==> src/rtl/tpt_pkg.sv <==
// Shared types and fixed field widths for the paging translator.
// Used by the TLB and the top level; depends on nothing else.
package tpt_pkg;

  localparam int unsigned ADDR_W = 16;
  localparam int unsigned PHYS_W = 15;
  localparam int unsigned EVP_W  = 8;

  typedef struct packed {
    logic fill_rr;
    logic fill_fault;
    logic ev_valid;
  } tlb_cmd_t;

endpackage

==> src/rtl/tpt_ram.sv <==
// Generic single-port-write, single-port-read RAM with a registered read.
// Depends on nothing; contents are undefined until written.
module tpt_ram #(
  parameter int unsigned WIDTH = 8,
  parameter int unsigned DEPTH = 256
) (
  input  logic                     clk_i,
  input  logic                     we_i,
  input  logic [$clog2(DEPTH)-1:0] waddr_i,
  input  logic [WIDTH-1:0]         wdata_i,
  input  logic [$clog2(DEPTH)-1:0] raddr_i,
  output logic [WIDTH-1:0]         rdata_o
);

  logic [WIDTH-1:0] mem_q [DEPTH];

  always_ff @(posedge clk_i) begin
    if (we_i) begin
      mem_q[waddr_i] <= wdata_i;
    end
    rdata_o <= mem_q[raddr_i];
  end

endmodule

==> src/rtl/tpt_tlb.sv <==
// Fully associative TLB with parallel tag match and slot placement.
// Depends on tpt_pkg for the fill command.
module tpt_tlb #(
  parameter int unsigned TLB_ENTRIES = 16,
  parameter int unsigned TAG_W       = 8,
  parameter int unsigned FRAME_W     = 7
) (
  input  logic              clk_i,
  input  logic              rst_ni,
  input  logic [TAG_W-1:0]  look_tag_i,
  output logic              hit_o,
  output logic [FRAME_W-1:0] frame_o,
  input  logic [TAG_W-1:0]  ev_tag_i,
  input  tpt_pkg::tlb_cmd_t cmd_i,
  input  logic [TAG_W-1:0]  wr_tag_i,
  input  logic [FRAME_W-1:0] wr_frame_i
);

  localparam int unsigned IW = $clog2(TLB_ENTRIES);

  logic [TLB_ENTRIES-1:0] valid_q;
  logic [TAG_W-1:0]       tag_q   [TLB_ENTRIES];
  logic [FRAME_W-1:0]     frame_q [TLB_ENTRIES];
  logic [IW-1:0]          ptr_q, ptr_d;

  logic          hit, ev_found, empty_found, use_rr, wr_en;
  logic [IW-1:0] hit_idx, ev_idx, empty_idx, wr_idx;

  always_comb begin
    hit         = 1'b0;
    ev_found    = 1'b0;
    empty_found = 1'b0;
    hit_idx     = '0;
    ev_idx      = '0;
    empty_idx   = '0;
    for (int i = TLB_ENTRIES - 1; i >= 0; i--) begin
      if (valid_q[i] && tag_q[i] == look_tag_i) begin
        hit     = 1'b1;
        hit_idx = IW'(i);
      end
      if (valid_q[i] && tag_q[i] == ev_tag_i) begin
        ev_found = 1'b1;
        ev_idx   = IW'(i);
      end
      if (!valid_q[i]) begin
        empty_found = 1'b1;
        empty_idx   = IW'(i);
      end
    end
  end

  assign hit_o   = hit;
  assign frame_o = frame_q[hit_idx];

  always_comb begin
    use_rr = cmd_i.fill_rr ||
             (cmd_i.fill_fault && (cmd_i.ev_valid ? !ev_found : !empty_found));
    wr_en  = cmd_i.fill_rr || cmd_i.fill_fault;
    if (use_rr) begin
      wr_idx = ptr_q;
    end else if (cmd_i.ev_valid) begin
      wr_idx = ev_idx;
    end else begin
      wr_idx = empty_idx;
    end
    ptr_d = ptr_q;
    if (wr_en && use_rr) begin
      ptr_d = (ptr_q == IW'(TLB_ENTRIES - 1)) ? '0 : ptr_q + 1'b1;
    end
  end

  always_ff @(posedge clk_i or negedge rst_ni) begin
    if (!rst_ni) begin
      valid_q <= '0;
      ptr_q   <= '0;
    end else begin
      ptr_q <= ptr_d;
      if (wr_en) begin
        valid_q[wr_idx] <= 1'b1;
      end
    end
  end

  always_ff @(posedge clk_i) begin
    if (wr_en) begin
      tag_q[wr_idx]   <= wr_tag_i;
      frame_q[wr_idx] <= wr_frame_i;
    end
  end

endmodule

==> src/rtl/tlb_paging_translator.sv <==
// Paging translator top level: TLB lookup, page map walk and FIFO frame replacement.
// Depends on tpt_pkg, tpt_ram and tpt_tlb.
//
// Channel   Dir   Ports                                                           Strobe
// request   in    logical_address_i                                               start_i & !busy_o
// result    out   phys_addr_o tlb_hit_o page_fault_o evicted_valid_o evicted_page_o  done_o
//
// A request passes S_MOD, which reduces the page number, then S_LOOK for the TLB lookup; a
// TLB miss adds S_PMRD for the registered page map read, where a page map hit and a page
// fault both report. A fault then adds S_FILL for a second write on the page map's single
// write port. After reset the page map is swept invalid, one entry at a time, with busy_o
// high. A result is shown for exactly one cycle; the receiver cannot stall. After a hit the
// next request may be accepted at the edge that ends it, after a fault once S_FILL is done.
module tlb_paging_translator #(
  parameter int unsigned OFFSET_WIDTH = 8,
  parameter int unsigned TLB_ENTRIES  = 16,
  parameter int unsigned PAGE_COUNT   = 256,
  parameter int unsigned FRAME_COUNT  = 128
) (
  input  logic                        clk_i,
  input  logic                        rst_ni,
  input  logic                        start_i,
  output logic                        busy_o,
  input  logic [tpt_pkg::ADDR_W-1:0]  logical_address_i,
  output logic                        done_o,
  output logic [tpt_pkg::PHYS_W-1:0]  phys_addr_o,
  output logic                        tlb_hit_o,
  output logic                        page_fault_o,
  output logic                        evicted_valid_o,
  output logic [tpt_pkg::EVP_W-1:0]   evicted_page_o
);

  localparam int unsigned VPN_W   = tpt_pkg::ADDR_W - OFFSET_WIDTH;
  localparam int unsigned PAGE_W  = $clog2(PAGE_COUNT);
  localparam int unsigned FRAME_W = $clog2(FRAME_COUNT);
  localparam int unsigned DIV_S   = VPN_W + PAGE_W;
  localparam int unsigned PROD_W  = DIV_S + VPN_W;
  localparam int unsigned REM_W   = VPN_W + PAGE_W;
  localparam longint unsigned RECIP =
    ((64'd1 << DIV_S) + PAGE_COUNT - 1) / PAGE_COUNT;
  localparam logic [REM_W-1:0] PC_L = REM_W'(PAGE_COUNT);

  localparam logic [2:0] S_CLEAR = 3'd0;
  localparam logic [2:0] S_IDLE  = 3'd1;
  localparam logic [2:0] S_MOD   = 3'd2;
  localparam logic [2:0] S_LOOK  = 3'd3;
  localparam logic [2:0] S_PMRD  = 3'd4;
  localparam logic [2:0] S_FILL  = 3'd5;

  logic [2:0]              state_q, state_d;
  logic [PAGE_W-1:0]       clr_cnt_q, clr_cnt_d;
  logic [FRAME_W-1:0]      frame_ptr_q, frame_ptr_d;
  logic                    wrapped_q, wrapped_d;
  logic                    done_q, done_d;

  logic [VPN_W-1:0]        vpn_q;
  logic [OFFSET_WIDTH-1:0] offset_q;
  logic [PROD_W-1:0]       prod_q;
  logic [PAGE_W-1:0]       page_q, page_d;
  logic [FRAME_W-1:0]      victim_q;

  logic [tpt_pkg::PHYS_W-1:0] phys_q, phys_d;
  logic                       hit_q, hit_d, fault_q, fault_d, evv_q, evv_d;
  logic [tpt_pkg::EVP_W-1:0]  evp_q, evp_d;

  logic [VPN_W-1:0]  quot;
  logic [REM_W-1:0]  rem_w;

  logic               pm_we;
  logic [PAGE_W-1:0]  pm_waddr;
  logic [FRAME_W:0]   pm_wdata, pm_rdata;
  logic               fo_we;
  logic [PAGE_W-1:0]  fo_rdata;

  logic               tlb_hit;
  logic [FRAME_W-1:0] tlb_frame;
  tpt_pkg::tlb_cmd_t  tlb_cmd;
  logic [FRAME_W-1:0] fill_frame;

  logic [FRAME_W-1:0] frame_sel;
  logic [tpt_pkg::PHYS_W+FRAME_W+OFFSET_WIDTH-1:0] phys_full;
  logic [tpt_pkg::EVP_W+PAGE_W-1:0]                evp_full;
  logic accept;

  assign accept = start_i && (state_q == S_IDLE);
  assign busy_o = (state_q != S_IDLE);

  assign quot  = prod_q[DIV_S +: VPN_W];
  assign rem_w = {PAGE_W'(0), vpn_q} - REM_W'(quot) * PC_L;
  assign page_d = rem_w[PAGE_W-1:0];

  tpt_ram #(
    .WIDTH (FRAME_W + 1),
    .DEPTH (PAGE_COUNT)
  ) u_page_map (
    .clk_i   (clk_i),
    .we_i    (pm_we),
    .waddr_i (pm_waddr),
    .wdata_i (pm_wdata),
    .raddr_i (page_q),
    .rdata_o (pm_rdata)
  );

  tpt_ram #(
    .WIDTH (PAGE_W),
    .DEPTH (FRAME_COUNT)
  ) u_frame_owner (
    .clk_i   (clk_i),
    .we_i    (fo_we),
    .waddr_i (frame_ptr_q),
    .wdata_i (page_q),
    .raddr_i (frame_ptr_q),
    .rdata_o (fo_rdata)
  );

  tpt_tlb #(
    .TLB_ENTRIES (TLB_ENTRIES),
    .TAG_W       (PAGE_W),
    .FRAME_W     (FRAME_W)
  ) u_tlb (
    .clk_i      (clk_i),
    .rst_ni     (rst_ni),
    .look_tag_i (page_q),
    .hit_o      (tlb_hit),
    .frame_o    (tlb_frame),
    .ev_tag_i   (fo_rdata),
    .cmd_i      (tlb_cmd),
    .wr_tag_i   (page_q),
    .wr_frame_i (fill_frame)
  );

  assign fill_frame = pm_rdata[FRAME_W] ? pm_rdata[FRAME_W-1:0] : frame_ptr_q;

  always_comb begin
    state_d     = state_q;
    clr_cnt_d   = clr_cnt_q;
    frame_ptr_d = frame_ptr_q;
    wrapped_d   = wrapped_q;
    done_d      = 1'b0;
    pm_we       = 1'b0;
    pm_waddr    = page_q;
    pm_wdata    = '0;
    fo_we       = 1'b0;
    tlb_cmd     = '0;
    frame_sel   = tlb_frame;
    hit_d       = 1'b0;
    fault_d     = 1'b0;
    evv_d       = 1'b0;
    evp_d       = '0;

    unique case (state_q)
      S_CLEAR: begin
        pm_we     = 1'b1;
        pm_waddr  = clr_cnt_q;
        clr_cnt_d = clr_cnt_q + 1'b1;
        if (clr_cnt_q == PAGE_W'(PAGE_COUNT - 1)) begin
          state_d = S_IDLE;
        end
      end
      S_IDLE: begin
        if (start_i) begin
          state_d = S_MOD;
        end
      end
      S_MOD: begin
        state_d = S_LOOK;
      end
      S_LOOK: begin
        if (tlb_hit) begin
          done_d  = 1'b1;
          hit_d   = 1'b1;
          state_d = S_IDLE;
        end else begin
          state_d = S_PMRD;
        end
      end
      S_PMRD: begin
        done_d = 1'b1;
        if (pm_rdata[FRAME_W]) begin
          frame_sel       = pm_rdata[FRAME_W-1:0];
          tlb_cmd.fill_rr = 1'b1;
          state_d         = S_IDLE;
        end else begin
          frame_sel          = frame_ptr_q;
          fault_d            = 1'b1;
          evv_d              = wrapped_q;
          evp_d              = wrapped_q ? evp_full[tpt_pkg::EVP_W-1:0] : '0;
          tlb_cmd.fill_fault = 1'b1;
          tlb_cmd.ev_valid   = wrapped_q;
          pm_we              = wrapped_q;
          pm_waddr           = fo_rdata;
          fo_we              = 1'b1;
          if (frame_ptr_q == FRAME_W'(FRAME_COUNT - 1)) begin
            frame_ptr_d = '0;
            wrapped_d   = 1'b1;
          end else begin
            frame_ptr_d = frame_ptr_q + 1'b1;
          end
          state_d = S_FILL;
        end
      end
      S_FILL: begin
        pm_we    = 1'b1;
        pm_waddr = page_q;
        pm_wdata = {1'b1, victim_q};
        state_d  = S_IDLE;
      end
      default: begin
        state_d = S_IDLE;
      end
    endcase
  end

  assign phys_full = {tpt_pkg::PHYS_W'(0), frame_sel, offset_q};
  assign phys_d    = phys_full[tpt_pkg::PHYS_W-1:0];
  assign evp_full  = {tpt_pkg::EVP_W'(0), fo_rdata};

  always_ff @(posedge clk_i or negedge rst_ni) begin
    if (!rst_ni) begin
      state_q     <= S_CLEAR;
      clr_cnt_q   <= '0;
      frame_ptr_q <= '0;
      wrapped_q   <= 1'b0;
      done_q      <= 1'b0;
    end else begin
      state_q     <= state_d;
      clr_cnt_q   <= clr_cnt_d;
      frame_ptr_q <= frame_ptr_d;
      wrapped_q   <= wrapped_d;
      done_q      <= done_d;
    end
  end

  always_ff @(posedge clk_i) begin
    if (accept) begin
      vpn_q    <= logical_address_i[tpt_pkg::ADDR_W-1:OFFSET_WIDTH];
      offset_q <= logical_address_i[OFFSET_WIDTH-1:0];
      prod_q   <= PROD_W'(logical_address_i[tpt_pkg::ADDR_W-1:OFFSET_WIDTH]) *
                  PROD_W'(RECIP);
    end
    if (state_q == S_MOD) begin
      page_q <= page_d;
    end
    if (state_q == S_PMRD) begin
      victim_q <= frame_ptr_q;
    end
    if (done_d) begin
      phys_q  <= phys_d;
      hit_q   <= hit_d;
      fault_q <= fault_d;
      evv_q   <= evv_d;
      evp_q   <= evp_d;
    end
  end

  assign done_o          = done_q;
  assign phys_addr_o     = phys_q;
  assign tlb_hit_o       = hit_q;
  assign page_fault_o    = fault_q;
  assign evicted_valid_o = evv_q;
  assign evicted_page_o  = evp_q;

`ifndef SYNTHESIS
  a_done_source: assert property (@(posedge clk_i) disable iff (!rst_ni)
    done_o |-> ($past(state_q) == S_LOOK || $past(state_q) == S_PMRD))
    else $error("Result strobe without a finished lookup.");

  a_hit_no_fault: assert property (@(posedge clk_i) disable iff (!rst_ni)
    done_o && tlb_hit_o |-> !page_fault_o && !evicted_valid_o)
    else $error("TLB hit reported together with a fault.");

  a_evict_needs_fault: assert property (@(posedge clk_i) disable iff (!rst_ni)
    done_o && evicted_valid_o |-> page_fault_o)
    else $error("Eviction reported without a page fault.");

  a_accept_no_done: assert property (@(posedge clk_i) disable iff (!rst_ni)
    start_i && !busy_o |=> !done_o && busy_o)
    else $error("Request accepted but block not working on it.");
`endif

endmodule
==> config.mk <==
export PLATFORM = sky130hd
export DESIGN_NAME = tlb_paging_translator
export DESIGN_NICKNAME = d
export VERILOG_FILES = /design/src/rtl/tpt_pkg.sv /design/src/rtl/tpt_ram.sv /design/src/rtl/tpt_tlb.sv /design/src/rtl/tlb_paging_translator.sv
export SDC_FILE = /design/constraint.sdc
export NUM_CORES = 2
export LEC_CHECK = 0
export BUFFER_PORTS_ARGS = -buffer_cell sky130_fd_sc_hd__buf_2
export CORE_UTILIZATION = 35
export CTS_CLUSTER_SIZE = 25
export DETAILED_ROUTE_END_ITERATION = 12
export GPL_ROUTABILITY_DRIVEN = 0
export SETUP_SLACK_MARGIN = 0.2
export SKIP_CTS_REPAIR_TIMING = 1
export SLEW_MARGIN = 20
export SYNTH_ARGS = -nofsm -noshare
export SYNTH_HDL_FRONTEND = slang
export SYNTH_SLANG_ARGS = --single-unit
==> constraint.sdc <==
create_clock -name clk_i -period 17.1 [get_ports clk_i]
set_input_delay 3.42 -clock clk_i [delete_from_list [all_inputs] [get_ports clk_i]]
set_output_delay 3.42 -clock clk_i [all_outputs]
set_load 0.005 [all_outputs]
==> impl_results.html <==
<table>
<tr><th>Metric</th><th>Value</th></tr>
<tr><th colspan="2">STA</th></tr>
<tr><td>Transition time at the pin with the least slew margin</td><td>1.137 ns</td></tr>
<tr><td>Achievable frequency</td><td>153.0 MHz</td></tr>
<tr><td>Setup violation total in the final timing report</td><td>0</td></tr>
<tr><td>Setup Skew</td><td>0.03909 ns</td></tr>
<tr><td>Post-layout minimum cycle time</td><td>6.537 ns</td></tr>
<tr><td>Total Negative Setup Slacks</td><td>0 ns</td></tr>
<tr><td>Relative slew margins</td><td>0.2423</td></tr>
<tr><td>Final hold viol count</td><td>0</td></tr>
<tr><td>Period utilisation layout</td><td>0.3823</td></tr>
<tr><td>Unrepaired setup endpoints after global routing</td><td>false</td></tr>
<tr><td>Number of max-slew violations in the final report</td><td>0</td></tr>
<tr><th colspan="2">Worst setup path</th></tr>
<tr><td>Data required time at the worst endpoint</td><td>17.57 ns</td></tr>
<tr><td>Path type of the worst setup path</td><td>flip-flop to flip-flop</td></tr>
<tr><td>Category of the worst setup path capture point</td><td>flip-flop</td></tr>
<tr><td>Critical path launch point type</td><td>flip-flop</td></tr>
<tr><td>Arrival @ worst endpoint</td><td>7.01 ns</td></tr>
<tr><td>Largest fanout of any net on the critical path</td><td>19</td></tr>
<tr><th colspan="2">Yosys</th></tr>
<tr><td>Part of the Yosys area used for sequential elements</td><td>0.7720</td></tr>
<tr><td>Number of synthesized flops with an enable pin</td><td>3369</td></tr>
<tr><td>Yosys cell types</td><td>67</td></tr>
<tr><td>Leading register cell type out of synthesis</td><td>edfxtp_1</td></tr>
<tr><td>Post-synthesis share of cell area spent on and, or, nand and nor gates</td><td>0.03250</td></tr>
<tr><td>Number of instances in the synthesized netlist</td><td>6536</td></tr>
<tr><td>Dominant combinational cell family by area after synthesis</td><td>multiplexers</td></tr>
<tr><td>Share of the synthesized area in compound gates (AO/OA/AOI/OAI)</td><td>0.04155</td></tr>
<tr><td>Number of synthesized register bits</td><td>3425</td></tr>
<tr><td>Post-Synth XOR/XNOR Area</td><td>0.01768</td></tr>
<tr><td>Cell Area, Synth</td><td>132800 um^2</td></tr>
<tr><td>Share of synthesized cell area in full adder, half adder and majority cells</td><td>0.0002828</td></tr>
<tr><td>Syn nets</td><td>6558</td></tr>
<tr><td>Syn Area/Cell</td><td>20.31 um^2</td></tr>
<tr><td>Synthesis warning total</td><td>0</td></tr>
<tr><td>Fraction of registers with async set/reset</td><td>0.01168</td></tr>
<tr><td>Proportion of synthesized area in mux cells</td><td>0.1230</td></tr>
<tr><th colspan="2">Global route</th></tr>
<tr><td>Initial antenna violation count</td><td>18</td></tr>
<tr><td>Total grt overflow</td><td>0</td></tr>
<tr><td>Vias in the first global route</td><td>66580</td></tr>
<tr><td>Wire length of the first global-routing pass</td><td>488400 um</td></tr>
<tr><td>Overall global routing resource usage</td><td>0.1741</td></tr>
<tr><td>Largest net degree at the start of global routing</td><td>191</td></tr>
<tr><th colspan="2">Clocking</th></tr>
<tr><td>Insertion delay of the later-clocked pin in the worst-skew pair</td><td>0.87 ns</td></tr>
<tr><td>Number of buffers on the longest clock path</td><td>4</td></tr>
<tr><td>Root Driver</td><td>clkbuf_16</td></tr>
<tr><td>TritonCTS clock tree</td><td>built</td></tr>
<tr><td>Register clock-pin slew on the reported worst setup and hold paths</td><td>0.06 ns</td></tr>
<tr><td>CTS buffer count</td><td>339</td></tr>
<tr><td>CTS sink count</td><td>3425</td></tr>
<tr><td>H-tree lvl count</td><td>5</td></tr>
<tr><th colspan="2">Outcome</th></tr>
<tr><td>Run status</td><td>finished clean</td></tr>
<tr><th colspan="2">Detailed routing</th></tr>
<tr><td>Vias post-DR</td><td>66580</td></tr>
<tr><td>DR WL/cell</td><td>28.39 um</td></tr>
<tr><td>Vias/cell</td><td>5.575</td></tr>
<tr><td>Total routed wirelength</td><td>339000 um</td></tr>
<tr><td>Remaining antenna violation count after routing</td><td>0</td></tr>
<tr><td>Post-route DRC violation count</td><td>0</td></tr>
<tr><td>Pre-antenna DRT Iters</td><td>8</td></tr>
<tr><td>Number of DRC markers in iteration 0</td><td>8010</td></tr>
<tr><th colspan="2">Layout</th></tr>
<tr><td>Storage element area</td><td>102500 um^2</td></tr>
<tr><td>Area growth syn-to-layout</td><td>12.86%</td></tr>
<tr><td>Final net count</td><td>6705</td></tr>
<tr><td>Leading cell types in the layout, fill and taps excluded</td><td>edfxtp_1 (3369), mux4_2 (682), nor2_1 (418)</td></tr>
<tr><td>Most common cell after layout, fill and taps aside</td><td>edfxtp_1</td></tr>
<tr><td>Share of layout cells above drive strength 1</td><td>0.2093</td></tr>
<tr><td>Total area of multi-input combinational cells</td><td>28780 um^2</td></tr>
<tr><td>Number of filler instances in the final layout</td><td>33080</td></tr>
<tr><td>Post-layout util</td><td>0.3978</td></tr>
<tr><th colspan="2">Floorplanning</th></tr>
<tr><td>IO Count</td><td>47</td></tr>
<tr><td>Die width</td><td>617.9 um</td></tr>
<tr><td>Die area</td><td>381800 um^2</td></tr>
<tr><td>Initial standard-cell utilization of the core</td><td>0.3524</td></tr>
<tr><td>Cell row count</td><td>225</td></tr>
<tr><td>Core area</td><td>376700 um^2</td></tr>
<tr><td>Die boundary height</td><td>617.9 um</td></tr>
<tr><th colspan="2">Hold path</th></tr>
<tr><td>Type of the worst min-delay path</td><td>flip-flop to flip-flop</td></tr>
<tr><th colspan="2">Power</th></tr>
<tr><td>Pwr dens</td><td>141.4 nW/um^2</td></tr>
<tr><td>Standby leakage power</td><td>45.57 nW</td></tr>
<tr><td>Overall power after layout</td><td>21.19 mW</td></tr>
<tr><td>Peak supply drop</td><td>0.0001485 V</td></tr>
<tr><th colspan="2">Place</th></tr>
<tr><td>Buffers on Ports</td><td>46</td></tr>
<tr><td>HPWL after detailed placement</td><td>199000 um</td></tr>
<tr><th colspan="2">Run</th></tr>
<tr><td>Max Cap Viol</td><td>0</td></tr>
</table>
cells by family (layout without fill, tap and decap cells):
group | count (synthesis) | in the layout
other cells | 0 | 7
fa+ha+maj | 3 | 3
simple gates | 922 | 922
flops | 3425 | 3425
mux | 776 | 776
compound gates | 736 | 736
buf+inv | 406 | 812
xor+xnor | 268 | 268
layer usage:
layer  up-vias  track usage  share of wire
li1      27520            -              -
met1     35580       0.2462           0.42
met2      2989       0.2802           0.48
met3       472      0.03003          0.081
met4         8      0.04239          0.023
met5         -            0        0.00018
registers in the layout, indices dropped and copies added, names as in the netlist, 15 cells and up:
signal and count:
u_tlb.tag_q 128, u_page_map.mem_q 2048, u_tlb.frame_q 112, u_tlb.valid_q 16
phys_addr_o 15, u_frame_owner.mem_q 1024
worst max-delay path, cell delays in order (launching register included):
cell      delay [ns]
dfrtp_1         0.56
or3b_1          0.77
inv_1           0.59
nand2b_1        0.43
inv_2           0.13
a222oi_1        0.83
nand2b_1        0.57
nand2b_1        0.37
nand2b_1        0.67
buf_4           0.49
nor2_1          0.68
path summary, 6_finish.rpt:
check / startpoint / endpoint / slack, ns / cells past startpoint
max: state_q[1] / u_page_map.mem_q[107][7] / 10.56 / 10
min: vpn_q[3] / page_q[3] / 0.42 / 0
max reg2reg: state_q[1] / u_page_map.mem_q[107][7] / 10.56 / 10
min reg2reg: vpn_q[3] / page_q[3] / 0.42 / 0
max in group asynchronous: rst_ni / frame_ptr_q[5] / 13.87 / 2
min in group asynchronous: rst_ni / done_o / 2.68 / 2
where the power goes:
| part | switching (mW) | leakage [nW] | internal [mW] | total [mW] |
|---|---|---|---|---|
| sequential | 0.207 | 31.6 | 9.73 | 9.94 |
| combinational | 2.65 | 8.71 | 1.32 | 3.97 |
| clock | 3.13 | 5.22 | 4.14 | 7.28 |
metrics by stage:
stage	worst slack, ns	std cells	cell area (um^2)	hold slack [ns]
floorplan	5.869	6536	132800	0.4003
global placement	10.50	11340	139000	0.4042
detailed placement	10.46	11340	139100	0.4045
CTS	10.46	11940	149800	0.4222
global route	10.22	11940	149800	0.4313
finish	10.56	11940	149800	0.4198
synthesized netlist by cell type (all sizes together), types with 4 or more instances:
cell / count / area [um^2]
o21bai: 15 / 112.6
dfxtp: 16 / 320.3
nor2b: 15 / 93.84
and2: 20 / 125.1
a221oi: 75 / 656.9
a222oi: 8 / 80.08
a22o: 74 / 648.1
buf: 175 / 850.8
nor2: 423 / 1590
a22oi: 377 / 2830
o21ai: 45 / 229.0
a21boi: 4 / 30.03
o31ai: 4 / 30.03
xor2: 61 / 534.3
a31oi: 42 / 262.8
o22a: 6 / 52.55
a21oi: 42 / 210.2
nor4: 17 / 106.4
nand2: 100 / 375.4
nand2b: 26 / 162.7
nor3: 78 / 390.4
or2: 8 / 50.05
nor3b: 4 / 30.03
dfrtp: 40 / 1001
clkbuf: 223 / 837.1
a311oi: 4 / 35.03
inv: 8 / 30.03
xnor2: 207 / 1813
and3: 7 / 43.79
mux2: 24 / 270.3
mux4: 682 / 15360
edfxtp: 3369 / 101200
or3: 14 / 87.58
o2111ai: 9 / 78.83
mux2i: 70 / 700.7
o211ai: 8 / 60.06
nand3: 63 / 315.3
nand4: 136 / 850.8
final cells by class:
cell class | instances | share of cell area
Timing Repair Buffer | 204 | 0.01071
Antenna cell | 7 | 0.0001169
Multi-Input combinational cell | 2705 | 0.1921
Clock inverter | 179 | 0.01119
Sequential cell | 3425 | 0.6842
Clock buffer | 421 | 0.05979
Tap cell | 4994 | 0.04171
Inverter | 8 | 0.0002004
Note: power is estimated with default switching activity, not from simulation.
